$ cat src/hw/rtl/hamming_sec_codec_defines.svh
// assertion macros for the hamming codec
`ifndef HAMMING_SEC_CODEC_DEFINES_SVH
`define HAMMING_SEC_CODEC_DEFINES_SVH

`ifndef SYNTHESIS
`define HSC_ASSERT(lbl, clk, rst_n, prop) \
	lbl: assert property (@(posedge clk) disable iff (!rst_n) prop) \
		else $error("hamming codec check failed");
`define HSC_ASSERT_NEVER(lbl, clk, rst_n, cond) \
	lbl: assert property (@(posedge clk) disable iff (!rst_n) !(cond)) \
		else $error("hamming codec forbidden condition");
`else
`define HSC_ASSERT(lbl, clk, rst_n, prop)
`define HSC_ASSERT_NEVER(lbl, clk, rst_n, cond)
`endif

`endif

$ cat src/hw/rtl/hsc_pkg.sv
package hsc_pkg;

	localparam int LEN_W = 7;
	localparam int CFG_IDX_W = 1;

	localparam logic [CFG_IDX_W-1:0] CFG_DECODE_MODE = 1'd0;
	localparam logic [CFG_IDX_W-1:0] CFG_MSG_LEN     = 1'd1;

	localparam logic [LEN_W-1:0] MSG_LEN_RESET = 7'd4;

	typedef enum logic [1:0] {
		ST_LOAD,
		ST_SCAN,
		ST_EMIT
	} state_t;

	typedef struct packed {
		logic accept;
		logic start_scan;
		logic start_emit;
		logic issue;
		logic accum;
		logic send;
	} cmd_t;

	typedef struct packed {
		logic last_in;
		logic issue_done;
		logic fetched;
		logic fetch_last;
		logic out_free;
	} sts_t;

	// code word length for k data bits: add parity positions while they fit
	function automatic logic [7:0] code_len(input logic [7:0] k);
		logic [7:0] n;
		n = k;
		for (int i = 0; i < 7; i++) begin
			if ((8'd1 << i) <= n)
				n = n + 8'd1;
		end
		return n;
	endfunction

	function automatic int max_data_bits(input int max_bits);
		int k;
		k = 1;
		for (int i = 0; i < 64; i++) begin
			if (int'(code_len(8'(k + 1))) <= max_bits)
				k = k + 1;
		end
		return k;
	endfunction

endpackage

$ cat src/hw/rtl/hsc_ctrl.sv
module hsc_ctrl
	import hsc_pkg::*;
(
	input  logic clk,
	input  logic arst_n,
	input  logic in_valid,
	output logic in_ready,
	input  sts_t sts,
	output cmd_t cmd
);

	state_t state_q;
	state_t state_next;

	always_ff @(posedge clk or negedge arst_n) begin
		if (!arst_n)
			state_q <= ST_LOAD;
		else
			state_q <= state_next;
	end

	always_comb begin
		state_next = state_q;
		cmd = '0;
		in_ready = 1'b0;
		unique case (state_q)
			ST_LOAD: begin
				in_ready = 1'b1;
				if (in_valid) begin
					cmd.accept = 1'b1;
					if (sts.last_in) begin
						cmd.start_scan = 1'b1;
						state_next = ST_SCAN;
					end
				end
			end
			ST_SCAN: begin
				cmd.accum = sts.fetched;
				if (sts.fetched && sts.fetch_last) begin
					cmd.start_emit = 1'b1;
					state_next = ST_EMIT;
				end else begin
					cmd.issue = !sts.issue_done;
				end
			end
			ST_EMIT: begin
				cmd.send = sts.fetched && sts.out_free;
				// refill the fetch stage as soon as it drains
				cmd.issue = !sts.issue_done && (!sts.fetched || cmd.send);
				if (cmd.send && sts.fetch_last)
					state_next = ST_LOAD;
			end
			default: begin
				state_next = ST_LOAD;
			end
		endcase
	end

endmodule

$ cat src/hw/rtl/hsc_datapath.sv
`include "hamming_sec_codec_defines.svh"

module hsc_datapath
	import hsc_pkg::*;
#(
	parameter int MAX_CODE_BITS = 64
) (
	input  logic                 clk,
	input  logic                 arst_n,
	input  logic                 cfg_we,
	input  logic [CFG_IDX_W-1:0] cfg_addr,
	input  logic [LEN_W-1:0]     cfg_wdata,
	input  logic                 data_bit,
	input  logic                 out_ready,
	output logic                 out_valid,
	output logic                 code_bit,
	output logic                 last_bit,
	output logic [LEN_W-1:0]     error_position,
	input  cmd_t                 cmd,
	output sts_t                 sts
);

	localparam int AW = $clog2(MAX_CODE_BITS);
	localparam int MAX_DATA = max_data_bits(MAX_CODE_BITS);
	localparam logic [LEN_W-1:0] DEC_CAP = LEN_W'(MAX_CODE_BITS);
	localparam logic [LEN_W-1:0] ENC_CAP = LEN_W'(MAX_DATA);

	logic             decode_mode_q;
	logic [LEN_W-1:0] msg_len_q;
	logic [LEN_W-1:0] cnt_q;
	logic             mode_q;
	logic [LEN_W-1:0] n_q;
	logic [LEN_W-1:0] pos_q;
	logic [LEN_W-1:0] dat_q;
	logic [LEN_W-1:0] syn_q;
	logic             mem_q [MAX_CODE_BITS];

	logic             rd_data_s1;
	logic [LEN_W-1:0] pos_s1;
	logic             par_s1;
	logic             vld_s1;

	logic             out_valid_q;
	logic             code_bit_q;
	logic             last_bit_q;
	logic [LEN_W-1:0] epos_q;

	logic [LEN_W-1:0] len_raw;
	logic [LEN_W-1:0] cap;
	logic [LEN_W-1:0] eff_len;
	logic [7:0]       enc_n;
	logic [LEN_W-1:0] n_next;
	logic             pos_pow2;
	logic [LEN_W-1:0] pos_m1;
	logic [AW-1:0]    rd_addr;
	logic             bit_out;

	always_comb begin
		len_raw = (msg_len_q == '0) ? LEN_W'(1) : msg_len_q;
		cap = decode_mode_q ? DEC_CAP : ENC_CAP;
		eff_len = (len_raw > cap) ? cap : len_raw;
		enc_n = code_len({1'b0, eff_len});
		n_next = decode_mode_q ? eff_len : enc_n[LEN_W-1:0];
		pos_m1 = pos_q - LEN_W'(1);
		pos_pow2 = (pos_q & pos_m1) == '0;
		rd_addr = mode_q ? pos_m1[AW-1:0] : dat_q[AW-1:0];
		// parity positions of an encoded word take their bit from the syndrome
		if (mode_q)
			bit_out = rd_data_s1 ^ (pos_s1 == syn_q);
		else if (par_s1)
			bit_out = |(syn_q & pos_s1);
		else
			bit_out = rd_data_s1;
	end

	always_comb begin
		sts.last_in = ({1'b0, cnt_q} + 8'd1) >= {1'b0, eff_len};
		sts.issue_done = pos_q > n_q;
		sts.fetched = vld_s1;
		sts.fetch_last = pos_s1 == n_q;
		sts.out_free = !out_valid_q || out_ready;
	end

	always_ff @(posedge clk or negedge arst_n) begin
		if (!arst_n) begin
			decode_mode_q <= 1'b0;
			msg_len_q <= MSG_LEN_RESET;
		end else if (cfg_we) begin
			unique case (cfg_addr)
				CFG_DECODE_MODE: decode_mode_q <= cfg_wdata[0];
				CFG_MSG_LEN:     msg_len_q <= cfg_wdata;
			endcase
		end
	end

	always_ff @(posedge clk) begin
		if (cmd.accept)
			mem_q[cnt_q[AW-1:0]] <= data_bit;
		if (cmd.issue)
			rd_data_s1 <= mem_q[rd_addr];
	end

	always_ff @(posedge clk or negedge arst_n) begin
		if (!arst_n) begin
			cnt_q <= '0;
			mode_q <= 1'b0;
			n_q <= '0;
			pos_q <= '0;
			dat_q <= '0;
			vld_s1 <= 1'b0;
			out_valid_q <= 1'b0;
		end else begin
			if (cmd.accept)
				cnt_q <= sts.last_in ? '0 : cnt_q + LEN_W'(1);
			if (cmd.start_scan) begin
				mode_q <= decode_mode_q;
				n_q <= n_next;
			end
			if (cmd.start_scan || cmd.start_emit) begin
				pos_q <= LEN_W'(1);
				dat_q <= '0;
			end else if (cmd.issue) begin
				pos_q <= pos_q + LEN_W'(1);
				if (!mode_q && !pos_pow2)
					dat_q <= dat_q + LEN_W'(1);
			end
			if (cmd.start_scan || cmd.start_emit)
				vld_s1 <= 1'b0;
			else if (cmd.issue)
				vld_s1 <= 1'b1;
			else if (cmd.accum || cmd.send)
				vld_s1 <= 1'b0;
			if (cmd.send)
				out_valid_q <= 1'b1;
			else if (out_ready)
				out_valid_q <= 1'b0;
		end
	end

	always_ff @(posedge clk) begin
		if (cmd.issue) begin
			pos_s1 <= pos_q;
			par_s1 <= pos_pow2 && !mode_q;
		end
		// syndrome and parity share one sum: xor of the positions of all ones
		if (cmd.start_scan)
			syn_q <= '0;
		else if (cmd.accum && rd_data_s1 && !par_s1)
			syn_q <= syn_q ^ pos_s1;
		if (cmd.send) begin
			code_bit_q <= bit_out;
			last_bit_q <= pos_s1 == n_q;
			epos_q <= mode_q ? syn_q : '0;
		end
	end

	assign out_valid = out_valid_q;
	assign code_bit = code_bit_q;
	assign last_bit = last_bit_q;
	assign error_position = epos_q;

	`HSC_ASSERT(a_fetch_in_word, clk, arst_n, vld_s1 |-> (pos_s1 != '0 && pos_s1 <= n_q))
	`HSC_ASSERT(a_issue_in_word, clk, arst_n, cmd.issue |-> (pos_q != '0 && pos_q <= n_q))
	`HSC_ASSERT_NEVER(a_use_empty, clk, arst_n, (cmd.send || cmd.accum) && !vld_s1)
	`HSC_ASSERT(a_send_loads, clk, arst_n, cmd.send |=> (out_valid_q && last_bit_q == $past(sts.fetch_last)))

endmodule

$ cat src/hw/rtl/hamming_sec_codec.sv
// Single-error-correcting Hamming codec fed one bit per transfer. Bits are written into a
// single-port bit store, one per cycle, until msg_len bits (clamped) have arrived. The
// block then makes two passes over the code word of n bits, one store read per cycle
// while the output is not stalled: a scan pass that folds the positions of all ones
// into the syndrome (parity in encode mode) and an emit pass that streams the encoded
// or corrected word out. For a message of L input bits, n is L in decode mode and L
// plus its parity positions in encode mode. No input is taken during the two passes;
// the output register lets the next message load while the last bit waits.
// error_position carries the syndrome on every bit of a decoded word and 0 when encoding.
module hamming_sec_codec
	import hsc_pkg::*;
#(
	parameter int MAX_CODE_BITS = 64
) (
	input  logic                 clk,
	input  logic                 arst_n,
	input  logic                 cfg_we,
	input  logic [CFG_IDX_W-1:0] cfg_addr,
	input  logic [LEN_W-1:0]     cfg_wdata,
	input  logic                 in_valid,
	output logic                 in_ready,
	input  logic                 data_bit,
	output logic                 out_valid,
	input  logic                 out_ready,
	output logic                 code_bit,
	output logic                 last_bit,
	output logic [LEN_W-1:0]     error_position
);

	cmd_t cmd;
	sts_t sts;

	hsc_ctrl u_ctrl (
		.clk      (clk),
		.arst_n   (arst_n),
		.in_valid (in_valid),
		.in_ready (in_ready),
		.sts      (sts),
		.cmd      (cmd)
	);

	hsc_datapath #(
		.MAX_CODE_BITS (MAX_CODE_BITS)
	) u_datapath (
		.clk            (clk),
		.arst_n         (arst_n),
		.cfg_we         (cfg_we),
		.cfg_addr       (cfg_addr),
		.cfg_wdata      (cfg_wdata),
		.data_bit       (data_bit),
		.out_ready      (out_ready),
		.out_valid      (out_valid),
		.code_bit       (code_bit),
		.last_bit       (last_bit),
		.error_position (error_position),
		.cmd            (cmd),
		.sts            (sts)
	);

endmodule
$ cat config.mk
export PLATFORM = sky130hd
export DESIGN_NAME = hamming_sec_codec
export DESIGN_NICKNAME = d
export VERILOG_FILES = /design/src/hw/rtl/hsc_pkg.sv /design/src/hw/rtl/hsc_ctrl.sv /design/src/hw/rtl/hsc_datapath.sv /design/src/hw/rtl/hamming_sec_codec.sv
export VERILOG_INCLUDE_DIRS = /design/src /design/src/hw/rtl
export SDC_FILE = /design/constraint.sdc
export NUM_CORES = 1
export LEC_CHECK = 0
export BUFFER_PORTS_ARGS = -buffer_cell sky130_fd_sc_hd__buf_2
export CAP_MARGIN = 20
export CORE_MARGIN = 10
export CORE_UTILIZATION = 50
export CTS_BUF_LIST = sky130_fd_sc_hd__clkbuf_8
export DETAILED_ROUTE_END_ITERATION = 10
export PLACE_DENSITY = 0.74
export SLEW_MARGIN = 5
export SYNTH_ARGS = -nofsm -noshare
export SYNTH_HDL_FRONTEND = slang
export SYNTH_SLANG_ARGS = --single-unit
export TNS_END_PERCENT = 5
$ cat constraint.sdc
create_clock -name clk -period 11.7 [get_ports clk]
set_input_delay 0.585 -clock clk [delete_from_list [all_inputs] [get_ports clk]]
set_output_delay 0.585 -clock clk [all_outputs]
set_load 0.05 [all_outputs]
After elaboration in Yosys (flattened, before gate mapping)

Memories as Yosys holds them, arrays and structs flattened. A register that Yosys moved wholly into a read port is not among the register bits.
Index checks and enable logic that the tools add are counted.

Flip-flop bits (word level): 65
RAM bits: 64
Output and inout port bits: 11
Logic and storage cells: 124
Memories: 1

Memories:

| memory           | words | width | rd ports | clocked after Yosys merged registers in | write ports | line               | RTL |
|---|---|---|---|---|---|---|---|
| u_datapath.mem_q | 64    | 1     | 1        | 1                                       | 1           | hsc_datapath.sv:36 | `logic mem_q [MAX_CODE_BITS];` |

Add/sub/neg operators: 12
$lt $le $gt $ge: 10
Equal/unequal tests: 8
Multiplexer cells: 42
Bitwise logic cells: 5
Reductions and logical operators: 30

Operator list:

| cell                                                                  | count |
|---|---|
| 7-bit two-way mux                                                     | 11 |
| 8-bit two-way mux                                                     | 6 |
| 8-bit by 1-bit adder with 8-bit output (second input constant)        | 5 |
| 7-bit by 1-bit adder with 7-bit output (second input constant)        | 4 |
| 7-bit by 1-bit adder with 8-bit output (second input constant)        | 2 |
| 1-bit two-way mux                                                     | 16 |
| 7-bit bitwise AND                                                     | 2 |
| 7-bit equality test                                                   | 2 |
| 7-bit > comparator                                                    | 2 |
| 7-bit logical NOT                                                     | 2 |
| 2-bit two-way mux                                                     | 6 |
| 8-bit by 7-bit >= comparator with 1-bit output                        | 1 |
| 2-bit by 8-bit <= comparator with 1-bit output (first input constant) | 1 |
| 3-bit by 8-bit <= comparator with 1-bit output (first input constant) | 1 |
| 4-bit by 8-bit <= comparator with 1-bit output (first input constant) | 1 |
| 5-bit by 8-bit <= comparator with 1-bit output (first input constant) | 1 |
| 6-bit by 8-bit <= comparator with 1-bit output (first input constant) | 1 |
| 7-bit by 8-bit <= comparator with 1-bit output (first input constant) | 1 |
| 1-bit logical AND                                                     | 8 |
| 1-bit by 7-bit <= comparator with 1-bit output (first input constant) | 1 |
| 7-bit OR reduction                                                    | 1 |
| 7-bit by 1-bit subtractor with 7-bit output (second input constant)   | 1 |
| 7-bit XOR                                                             | 1 |
| 1-bit logical NOT                                                     | 6 |
| 15 further kinds                                                      | 24 |

Longest topological paths before layout

Gate-level depths: netlist of the first run.

Word-level depth: 19
Gate-level depth with buffers: 42
Mapped depth without buffers: 38

Hierarchy

From an unflattened synthesis of the first run, not the netlist that was laid out.

Cell total of the unflattened synthesis: 887
Area total of the unflattened synthesis: 8555.7 sq um

Modules (own cells, without submodules):

| module       | instances | cells each | area each (sq um) | seq. area each (sq um) |
|---|---|---|---|---|
| hsc_datapath | 1         | 865        | 8343.0            | 3554.7 |
| hsc_ctrl     | 1         | 22         | 212.7             | 50.0 |

Least setup slack after synthesis of the first run

Ideal clock, no wire load.

Path kind: register -> register
From: reg u_datapath.msg_len_q[4]
To: reg u_datapath.n_q[3]
Setup time: 0.122 ns
Arrival time: 8.916 ns
Required time: 11.578 ns
Path slack: 2.662 ns
Cell stages (with the launch flop): 40
Path buffers: 4
Cells stage by stage: dfrtp_1 -> clkbuf_1 -> or3_1 -> o31ai_1 -> inv_1 -> ha_1 -> nor3b_2 -> o211a_1 -> nor2_1 -> nor2_1 -> nand2_1 -> ha_1 -> o311ai_2 -> nor2_1 -> mux2_2 -> ha_1 -> or2_2 -> a2111oi_2 -> (+4 left out) -> clkbuf_1 -> a311oi_2 -> o211ai_1 -> buf_2 -> xor2_2 -> ha_1 -> clkbuf_1 -> inv_1 -> a21oi_1 -> nor3_1 -> o31ai_1 -> a32oi_1 -> o2111ai_1 -> mux2_4 -> a41o_1 -> a31oi_1 -> mux2i_1 -> nand2_1

Longest elaborated chain between the ends: 19
Elaborated cells between the ends (all ways): 30
Classes of those cells: 7 x add/sub; 9 x order compare; 13 x mux; 1 x reduce/logical

RTL lines:

| element                                                                                                  | line                         | RTL |
|---|---|---|
| start, declared                                                                                          | hsc_datapath.sv:29           | `logic [LEN_W-1:0] msg_len_q;` |
| start signal, assigned                                                                                   | hsc_datapath.sv:91           | `CFG_MSG_LEN: msg_len_q <= cfg_wdata;` |
| 7-bit logical NOT                                                                                        | hsc_datapath.sv:59           | `len_raw = (msg_len_q == '0) ? LEN_W'(1) : msg_len_q;` |
| 7-bit two-way mux (*)                                                                                    | hsc_datapath.sv:59           |  |
| 7-bit > comparator                                                                                       | hsc_datapath.sv:61           | `eff_len = (len_raw > cap) ? cap : len_raw;` |
| 7-bit two-way mux (*)                                                                                    | hsc_datapath.sv:61           |  |
| 7-bit by 1-bit adder with 8-bit output or 1-bit by 7-bit <= comparator with 1-bit output (tied branches) | hsc_pkg.sv:40, hsc_pkg.sv:39 |  |
| 8-bit two-way mux                                                                                        | hsc_pkg.sv:39                | `if ((8'd1 << i) <= n)` |
| 8-bit by 1-bit adder with 8-bit output or 2-bit by 8-bit <= comparator with 1-bit output (tied branches) | hsc_pkg.sv:40, hsc_pkg.sv:39 |  |
| 8-bit two-way mux                                                                                        | hsc_pkg.sv:39                |  |
| (+3 left out)                                                                                            | n/a                          |  |
| 8-bit two-way mux                                                                                        | hsc_pkg.sv:39                |  |
| 8-bit by 1-bit adder with 8-bit output or 5-bit by 8-bit <= comparator with 1-bit output (tied branches) | hsc_pkg.sv:40, hsc_pkg.sv:39 |  |
| 8-bit two-way mux                                                                                        | hsc_pkg.sv:39                |  |
| 8-bit by 1-bit adder with 8-bit output or 6-bit by 8-bit <= comparator with 1-bit output (tied branches) | hsc_pkg.sv:40, hsc_pkg.sv:39 |  |
| 8-bit two-way mux                                                                                        | hsc_pkg.sv:39                |  |
| 7-bit by 1-bit adder with 7-bit output or 7-bit by 8-bit <= comparator with 1-bit output (tied branches) | hsc_pkg.sv:40, hsc_pkg.sv:39 |  |
| 7-bit two-way mux                                                                                        | hsc_pkg.sv:39                |  |
| 7-bit two-way mux                                                                                        | hsc_datapath.sv:63           | `n_next = decode_mode_q ? eff_len : enc_n[LEN_W-1:0];` |
| end signal, assigned                                                                                     | hsc_datapath.sv:117          | `n_q <= n_next;` |
| end, declared                                                                                            | hsc_datapath.sv:32           | `logic [LEN_W-1:0] n_q;` |

Every way passes the cells marked *; elsewhere a longest branch is shown, timed or not.
A chain may end at the register's enable or synchronous reset.

Final worst setup path of the first run

From: reg u_datapath.decode_mode_q
To: reg u_datapath.n_q[3]

Longest elaborated chain between the ends: 18
Elaborated cells between the ends (all ways): 29
Classes of those cells: 7 x add/sub; 9 x order compare; 13 x mux

RTL lines:

| element                                                                                                  | line                         | RTL |
|---|---|---|
| start, declared                                                                                          | hsc_datapath.sv:28           | `logic decode_mode_q;` |
| start signal, assigned                                                                                   | hsc_datapath.sv:90           | `CFG_DECODE_MODE: decode_mode_q <= cfg_wdata[0];` |
| 7-bit two-way mux                                                                                        | hsc_datapath.sv:60           | `cap = decode_mode_q ? DEC_CAP : ENC_CAP;` |
| 7-bit > comparator                                                                                       | hsc_datapath.sv:61           |  |
| 7-bit two-way mux                                                                                        | hsc_datapath.sv:61           |  |
| 7-bit by 1-bit adder with 8-bit output or 1-bit by 7-bit <= comparator with 1-bit output (tied branches) | hsc_pkg.sv:40, hsc_pkg.sv:39 |  |
| 8-bit two-way mux                                                                                        | hsc_pkg.sv:39                |  |
| 8-bit by 1-bit adder with 8-bit output or 2-bit by 8-bit <= comparator with 1-bit output (tied branches) | hsc_pkg.sv:40, hsc_pkg.sv:39 |  |
| 8-bit two-way mux                                                                                        | hsc_pkg.sv:39                |  |
| 8-bit by 1-bit adder with 8-bit output or 3-bit by 8-bit <= comparator with 1-bit output (tied branches) | hsc_pkg.sv:40, hsc_pkg.sv:39 |  |
| (+2 left out)                                                                                            | n/a                          |  |
| 8-bit two-way mux                                                                                        | hsc_pkg.sv:39                |  |
| 8-bit by 1-bit adder with 8-bit output or 5-bit by 8-bit <= comparator with 1-bit output (tied branches) | hsc_pkg.sv:40, hsc_pkg.sv:39 |  |
| 8-bit two-way mux                                                                                        | hsc_pkg.sv:39                |  |
| 8-bit by 1-bit adder with 8-bit output or 6-bit by 8-bit <= comparator with 1-bit output (tied branches) | hsc_pkg.sv:40, hsc_pkg.sv:39 |  |
| 8-bit two-way mux                                                                                        | hsc_pkg.sv:39                |  |
| 7-bit by 1-bit adder with 7-bit output or 7-bit by 8-bit <= comparator with 1-bit output (tied branches) | hsc_pkg.sv:40, hsc_pkg.sv:39 |  |
| 7-bit two-way mux                                                                                        | hsc_pkg.sv:39                |  |
| 7-bit two-way mux                                                                                        | hsc_datapath.sv:63           |  |

Several ways; a longest one is shown, not always the timed one.

==> metrics.md, run 1 <==
| Metric | Value |
|---|---|
| Count leader, synth | nor2_1 |
| Pleak | 3.51 nW |
| Post-Synth XOR/XNOR Area | 0.0610 |
| Status | completed |
| Post-synthesis mux area share | 0.0824 |
| Worst-Skew Late Latency | 0.46 ns |
| Top_reg_cell synth | edfxtp_1 |
| Net Sw Frac | 0.481 |
| Placer Congestion | 0.887 |
| FMAX | 0.0954 GHz |
| Fin area | 0.00942 mm2 |
| Total CTS buffers | 17 |
| Drt wl/cell | 17.4 um |
| Detail Route Antenna Nets | 0 |
| GRT overflow | 0 |
| Worst R2R Setup Slack | 1.22 ns |
| Vias | roughly 6600 |
| Die H | 152 um |
| Fin nets | 938 |
| Synth Area in Simple Gates | 0.205 |
| Slowest stage delay, CP | about 0.84 ns |
| Final hold vios | 0 |
| Clock sink total | 129 |
| RSZ-0062 raised after global routing | no |
| Compound-Gate Fraction of Synth Area | 0.136 |
| Layout area overhead | 7.87% |
| Max-slew headroom | 0.289 |
| Cts hold-fix bufs | 0 |
| Synth warn | 0 |
| Number of synthesized flops with an enable pin | 82 |
| Clock skew | 0.0136 ns |
| Starting Density | 0.507 |
| Row cnt | 48 |
| Detail Placement HPWL | ~14000 um |
| Worst slew pin tran | 1.06 ns |
| Vias in the first global route | 6367 |
| CTS clk-pin slew, worst paths | 0.08 ns |
| Non-Filler Instances | 1114 |
| Met3 usage | 0.0418 |
| ANT cells | 0 |
| Mean area per synthesized cell | 10.1 um2 |
| Gr busiest metal | met2 |
| Final setup violation count | 0 |
| Top cells by area, synth | edfxtp_1, dfrtp_1, ha_1 |
| Post-Syn Instances | 864 |
| Core Area | 0.0172 mm2 |
| Synthesized cell area | around 0.0087 mm2 |
| Met2 Resource Use GR | 0.254 |
| DP Area | approximately 0.009 mm2 |
| Synth area leader | edfxtp_1 |
| NetSw | 1.44 mW |
| Length in cells of the worst reg-to-reg path | 33 |
| Pin count of the biggest net entering global routing | between 60 and 70 |
| Setup bufs post-CTS | 0 |
| Comb pwr share | 0.645 |
| Min Tclk post-route | 10.48 ns |
| Initial antenna violation count | 0 |
| Crit-path max FO | 22 |
| # DRC | 0 |
| Final max-slew violation count | 0 |
| R2R Path End | u_datapath.n_q[3] |
| Gates resized, CTS repair | 0 |
| Sequential cell area fraction in the yosys report | 0.413 |
| # IOs | 25 |
| Final worst-path cycle share | 0.896 |
| Critical Path RT | 12.05 ns |
| Wirelength, routed | slightly below 20000 um |
| GRT Overall Usage | 0.166 |
| Combinational family with the most area after synthesis | simple AND/OR/NAND/NOR gates |
| FF+latch count, synth | about 130 |
| Layout cells sized above 1 | 0.155 |
| Synth unique cells | 101 |
| Clk network pwr share | 0.132 |
| # fillers | ~1500 |
| Hold Path Class | in2async |
| Max Cap Viol | 0 |
| Synth top area share | 0.282 |
| Critical Path Source | u_datapath.decode_mode_q |
| Total die area | about 0.023 mm2 |
| Initial DRT Pass Iterations | 5 |
| Clock H-tree levels | 4 |
| Worst EP arrival | 10.83 ns |
| First-pass GRT wire length | 32100 um |
| Peak supply drop | 0.000202 V |
| CP Capture Type | flip-flop |
| Dpl cells | 1082 |
| Top cell by count, worst path | ha_1 |
| Worst setup path class | reg2reg |
| CP startpoint kind | flip-flop |
| Synth async-reset ratio | 0.310 |
| Port bufs | 24 |
| Power per cell area | about 320 mW/mm2 |
| Post-Synth Adder-Cell Area | 0.0688 |
| Initial drt markers | 663 |
| Mapped Nets | slightly above 900 |
| Met1 usage | 0.230 |
| CTS max path bufs | 2 |
| Crit Reg-Reg Startpoint | u_datapath.decode_mode_q |
| CTS Root Cell | clkbuf_8 |
| Die W | 152 um |
| CTS tree | built |
| List of most frequent post-synthesis cells | nor2_1, edfxtp_1, nand2_1, ha_1, dfrtp_1 |
| Share of power burned in registers | 0.223 |
| Critical Path Sink | u_datapath.n_q[3] |
| Total power | 2.99 mW |
| Setup TNS | 0 ns |
| Internal | 1.55 mW |
| Vias per Instance | 5.97 |
| Critical Path Slowest Stage Cell | dfrtp_1 |
[cells by family (layout without fill, tap and decap cells)]
| family | after synthesis | count (layout) |
|---|---|---|
| multiplexers | 48 | 48 |
| XOR/XNOR | 54 | 54 |
| AO/OA/AOI/OAI | 163 | 163 |
| flip-flops | 129 | 129 |
| adder cells (fa/ha/maj) | 48 | 48 |
| buffers and inverters | 74 | 99 |
| AND/OR/NAND/NOR | 348 | 348 |
[placed cells by master (no fill, tap or decap), drive strengths merged, types with 9 or more instances in the layout]
| cell type | synthesis | layout |
|---|---|---|
| nand3 | 25 | 25 |
| dfrtp | 39 | 39 |
| mux2i | 14 | 14 |
| nor2 | 116 | 116 |
| nor3 | 20 | 20 |
| ha | 48 | 48 |
| clkbuf | 28 | 17 |
| mux4 | 16 | 16 |
| inv | 38 | 40 |
| nand2 | 75 | 75 |
| xor2 | 23 | 23 |
| or3 | 9 | 9 |
| buf | 7 | 28 |
| and2 | 16 | 16 |
| a21oi | 35 | 35 |
| edfxtp | 82 | 82 |
| xnor2 | 31 | 31 |
| o211ai | 12 | 12 |
| o21ai | 46 | 46 |
| nand4 | 14 | 14 |
| mux2 | 18 | 18 |
| nand2b | 14 | 14 |
[final cells by class]
cell class                 instances  area, um2  share of cell area
multi-input combinational        661       4830               0.513
sequential                       129       3600               0.383
tap                              225        282              0.0299
clock buffer                      17        234              0.0248
clock inverter                    15        169              0.0179
timing repair buffer              28        150              0.0159
inverter                          39        146              0.0155
[worst min-delay path by stage]
stage,endpoint,slack (ns),depth (start not counted),start
floorplan,u_ctrl.state_q[0],0.29,0,arst_n
CTS,u_datapath.dat_q[2],0.29,1,arst_n
global placement,u_datapath.syn_q[3],0.47,2,u_datapath.syn_q[3]
global route,u_datapath.dat_q[5],0.33,1,arst_n
detailed placement,u_datapath.syn_q[5],0.47,2,u_datapath.syn_q[5]
finish,u_datapath.dat_q[5],0.27,1,arst_n
[metal layers]
layer | vias up | part of all wire
met3 | 24 | 0.065
met5 | - | 0
met2 | 227 | 0.45
met1 | 3191 | 0.47
li1 | 3206 | -
met4 | 0 | 0.014
[power groups by stage]
stage                     logic (mW)  registers, mW  clock network (mW)
after detailed placement        1.90          0.674                   0
after global routing            2.14          0.679               0.418
after floorplan                 1.56          0.622                   0
final                           1.93          0.668               0.394
after global placement          1.87          0.673                   0
after CTS                       1.91          0.665               0.399
[critical path, delay by kind of cell, from the launching register on]
| kind | cells | cell delay (ns) |
|---|---|---|
| AND/OR/NAND/NOR | 11 | 2.82 |
| AO/OA/AOI/OAI | 8 | 2.31 |
| multiplexers | 5 | 1.72 |
| adder cells (fa/ha/maj) | 5 | 1.46 |
| flip-flops | 1 | 0.84 |
| buffers and inverters | 3 | 0.73 |
| XOR/XNOR | 1 | 0.47 |
[flip-flops by register name (all words and copies together), names as in the netlist, 7 cells and up]
| register | count |
|---|---|
| u_datapath.pos_s1 | 7 |
| u_datapath.error_position | 7 |
| u_datapath.syn_q | 7 |
| u_datapath.mem_q | 64 |
| u_datapath.msg_len_q | 7 |
| u_datapath.n_q | 7 |
| u_datapath.cnt_q | 7 |
| u_datapath.pos_q | 7 |
[per-stage QoR]
stage               hold slack [ns]  utilization  worst slack, ns
global placement              0.468        0.523             1.72
floorplan                     0.289            -             2.66
CTS                           0.295        0.546             1.39
finish                        0.269        0.546             1.22
detailed placement            0.470        0.523             1.39
global route                  0.330        0.546            0.688
Note: power is estimated with default switching activity, not from simulation.
==> run 2, diff against run 1 <==
- CORE_UTILIZATION: 50 -> 45
- PLACE_DENSITY: 0.74 -> 0.69
==> run 2 against run 1 <==
  * Hold slack got worse by 0.0050 ns
  * Clock power increased by 7.1%
  * Via count decreased by 1.4%
  * First-iteration DRC count decreased by 23%
  * Routed wire length decreased by 0.80%
  * Utilization decreased by 4.2 points
  * Worst setup slack improved by 0.059 ns
  * Register-to-register slack improved by 0.06 ns
  * Global-route usage decreased by 1.6 points
  * Clock skew decreased by 0.0019 ns
  * Fmax increased by 0.57%
  * Critical endpoint unchanged
  * Largest cell class unchanged
==> metrics.md, run 2 (same netlist as run 1, synthesis figures left out) <==
| Metric | Value |
|---|---|
| Status | completed |
| Initial antenna violation count | 0 (unchanged) |
| Pleak | 3.54 nW (+1.1%) |
| GRT overflow | 0 (unchanged) |
| Initial DRT Pass Iterations | 5 (unchanged) |
| Initial drt markers | 513 (-23%) |
| Largest register FFs | 64 (unchanged) |
| Detail Route Antenna Nets | 0 (unchanged) |
| Port bufs | 24 (unchanged) |
| Placer Congestion | 0.876 (-1.2%) |
| Detail Placement HPWL | 13700 um (-1.1%) |
| Max-slew headroom | 0.265 (-0.0236) |
| Vias per Instance | 5.70 (-4.4%) |
| CP Capture Type | flip-flop |
| Worst EP arrival | 10.76 ns (-0.07 ns) |
| Max Cap Viol | 0 (unchanged) |
| Layout area overhead | 9.18% |
| ANT cells | 0 (unchanged) |
| Total die area | 0.0254 mm2 (+9.6%) |
| # IOs | 25 (unchanged) |
| Drt wl/cell | 16.7 um (-3.8%) |
| Clock skew | 0.0117 ns (-0.00191 ns) |
| Clock sink total | 129 (unchanged) |
| Total CTS buffers | 17 (unchanged) |
| Wirelength, routed | 19200 um (-0.80%) |
| Slowest stage delay, CP | 0.85 ns (about the same) |
| Starting Density | 0.462 (-0.0444) |
| CP startpoint kind | flip-flop |
| Setup TNS | 0 ns (unchanged) |
| Non-Filler Instances | 1149 (+3.1%) |
| Layout cells sized above 1 | 0.160 (+0.00450) |
| Critical Path RT | 12.03 ns (-0.02 ns) |
| RSZ-0062 raised after global routing | no |
| Worst slew pin tran | 1.09 ns (+0.0351 ns) |
| CTS tree | built |
| Min Tclk post-route | 10.42 ns (-0.0595 ns) |
| # DRC | 0 (unchanged) |
| Crit-path max FO | 22 (unchanged) |
| Gates resized, CTS repair | 0 (unchanged) |
| Most frequent cells in the layout | nor2_1, edfxtp_1, nand2_1 |
| Row cnt | 50 (+4.2%) |
| Die H | 159 um (+4.7%) |
| Worst-Skew Late Latency | 0.44 ns (-0.02 ns) |
| CTS Root Cell | clkbuf_8 |
| Commonest non-fill, non-tap cell in the layout | nor2_1 |
| Cts hold-fix bufs | 0 (unchanged) |
| Power per cell area | 318 mW/mm2 (about the same) |
| CTS clk-pin slew, worst paths | 0.08 ns (about the same) |
| Fin nets | 938 (unchanged) |
| Top cell by count, worst path | ha_1 |
| Critical Path Slowest Stage Cell | dfrtp_1 |
| Vias | 6553 (-1.4%) |
| First-pass GRT wire length | 32000 um (-0.52%) |
| Dpl cells | 1116 (+3.1%) |
| Worst setup path class | reg2reg |
| Peak supply drop | 0.000163 V (-19%) |
| Pin count of the biggest net entering global routing | 65 (unchanged) |
| Final worst-path cycle share | 0.891 (-0.00508) |
| Final max-slew violation count | 0 (unchanged) |
| Vias in the first global route | 6358 (-0.14%) |
| Clock H-tree levels | 4 (unchanged) |
| FMAX | 0.0960 GHz (+0.57%) |
| GRT Overall Usage | 0.150 (-0.0158) |
| Setup bufs post-CTS | 0 (unchanged) |
| CTS max path bufs | 2 (unchanged) |
| Core Area | 0.0189 mm2 (+9.6%) |
| Hold Path Class | in2async |
| Die W | 159 um (+4.7%) |
| Final hold vios | 0 (unchanged) |
| Final setup violation count | 0 (unchanged) |
==> run 2: worst max-delay path, delay by kind of cell, from the launching register on <==
kind | cells | cell delay [ns]
buffers and inverters | 3 | 0.72
adder cells (fa/ha/maj) | 5 | 1.47
AND/OR/NAND/NOR | 11 | 2.83
multiplexers | 5 | 1.69
AO/OA/AOI/OAI | 8 | 2.28
XOR/XNOR | 1 | 0.46
flip-flops | 1 | 0.85
==> run 2: per-layer routing <==
layer,up-vias,track usage,wire length (um)
met1,3174,0.207,9230
li1,3204,-,-
met3,14,0.0323,882
met5,-,0,0
met4,0,0.0409,167
met2,161,0.233,8910
==> run 2: where the power goes <==
| group | internal [mW] | switching (mW) | leakage (nW) |
|---|---|---|---|
| combinational | 0.800 | 1.14 | 2.02 |
| clock | 0.235 | 0.187 | 0.215 |
| sequential | 0.560 | 0.111 | 1.31 |
| total | 1.59 | 1.44 | 3.54 |
==> run 2: layout make-up <==
class / instances / area, um2
inverter: 39 / 146
sequential: 129 / 3600
tap: 260 / 325
clock buffer: 17 / 234
fill: 1729 / 9360
multi-input combinational: 661 / 4850
timing repair buffer: 28 / 170
clock inverter: 15 / 208
==> run 2: worst paths after layout <==
| path | from | endpoint | slack (ns) | cells after the start |
|---|---|---|---|---|
| max | u_datapath.decode_mode_q | u_datapath.n_q[3] | 1.28 | 33 |
| min | arst_n | u_datapath.dat_q[5] | 0.26 | 1 |
| max reg2reg | u_datapath.decode_mode_q | u_datapath.n_q[3] | 1.28 | 33 |
| min reg2reg | u_datapath.syn_q[0] | u_datapath.syn_q[0] | 0.47 | 2 |
| max in group asynchronous | arst_n | u_datapath.cnt_q[6] | 10.84 | 1 |
| min in group clk | cfg_wdata[6] | u_datapath.msg_len_q[6] | 0.38 | 2 |
==> run 2: per-stage QoR <==
step	worst slack, ns	hold WS, ns	utilization	instance area (um2)	power (mW)
2_1_floorplan	2.66	0.289	-	8730	2.18
3_3_place_gp	1.66	0.468	0.480	9060	2.56
3_5_place_dp	1.40	0.469	0.480	9060	2.57
4_1_cts	1.36	0.282	0.503	9510	3.01
5_1_grt	0.533	0.309	0.505	9530	3.28
6_report	1.28	0.264	0.505	9530	3.03
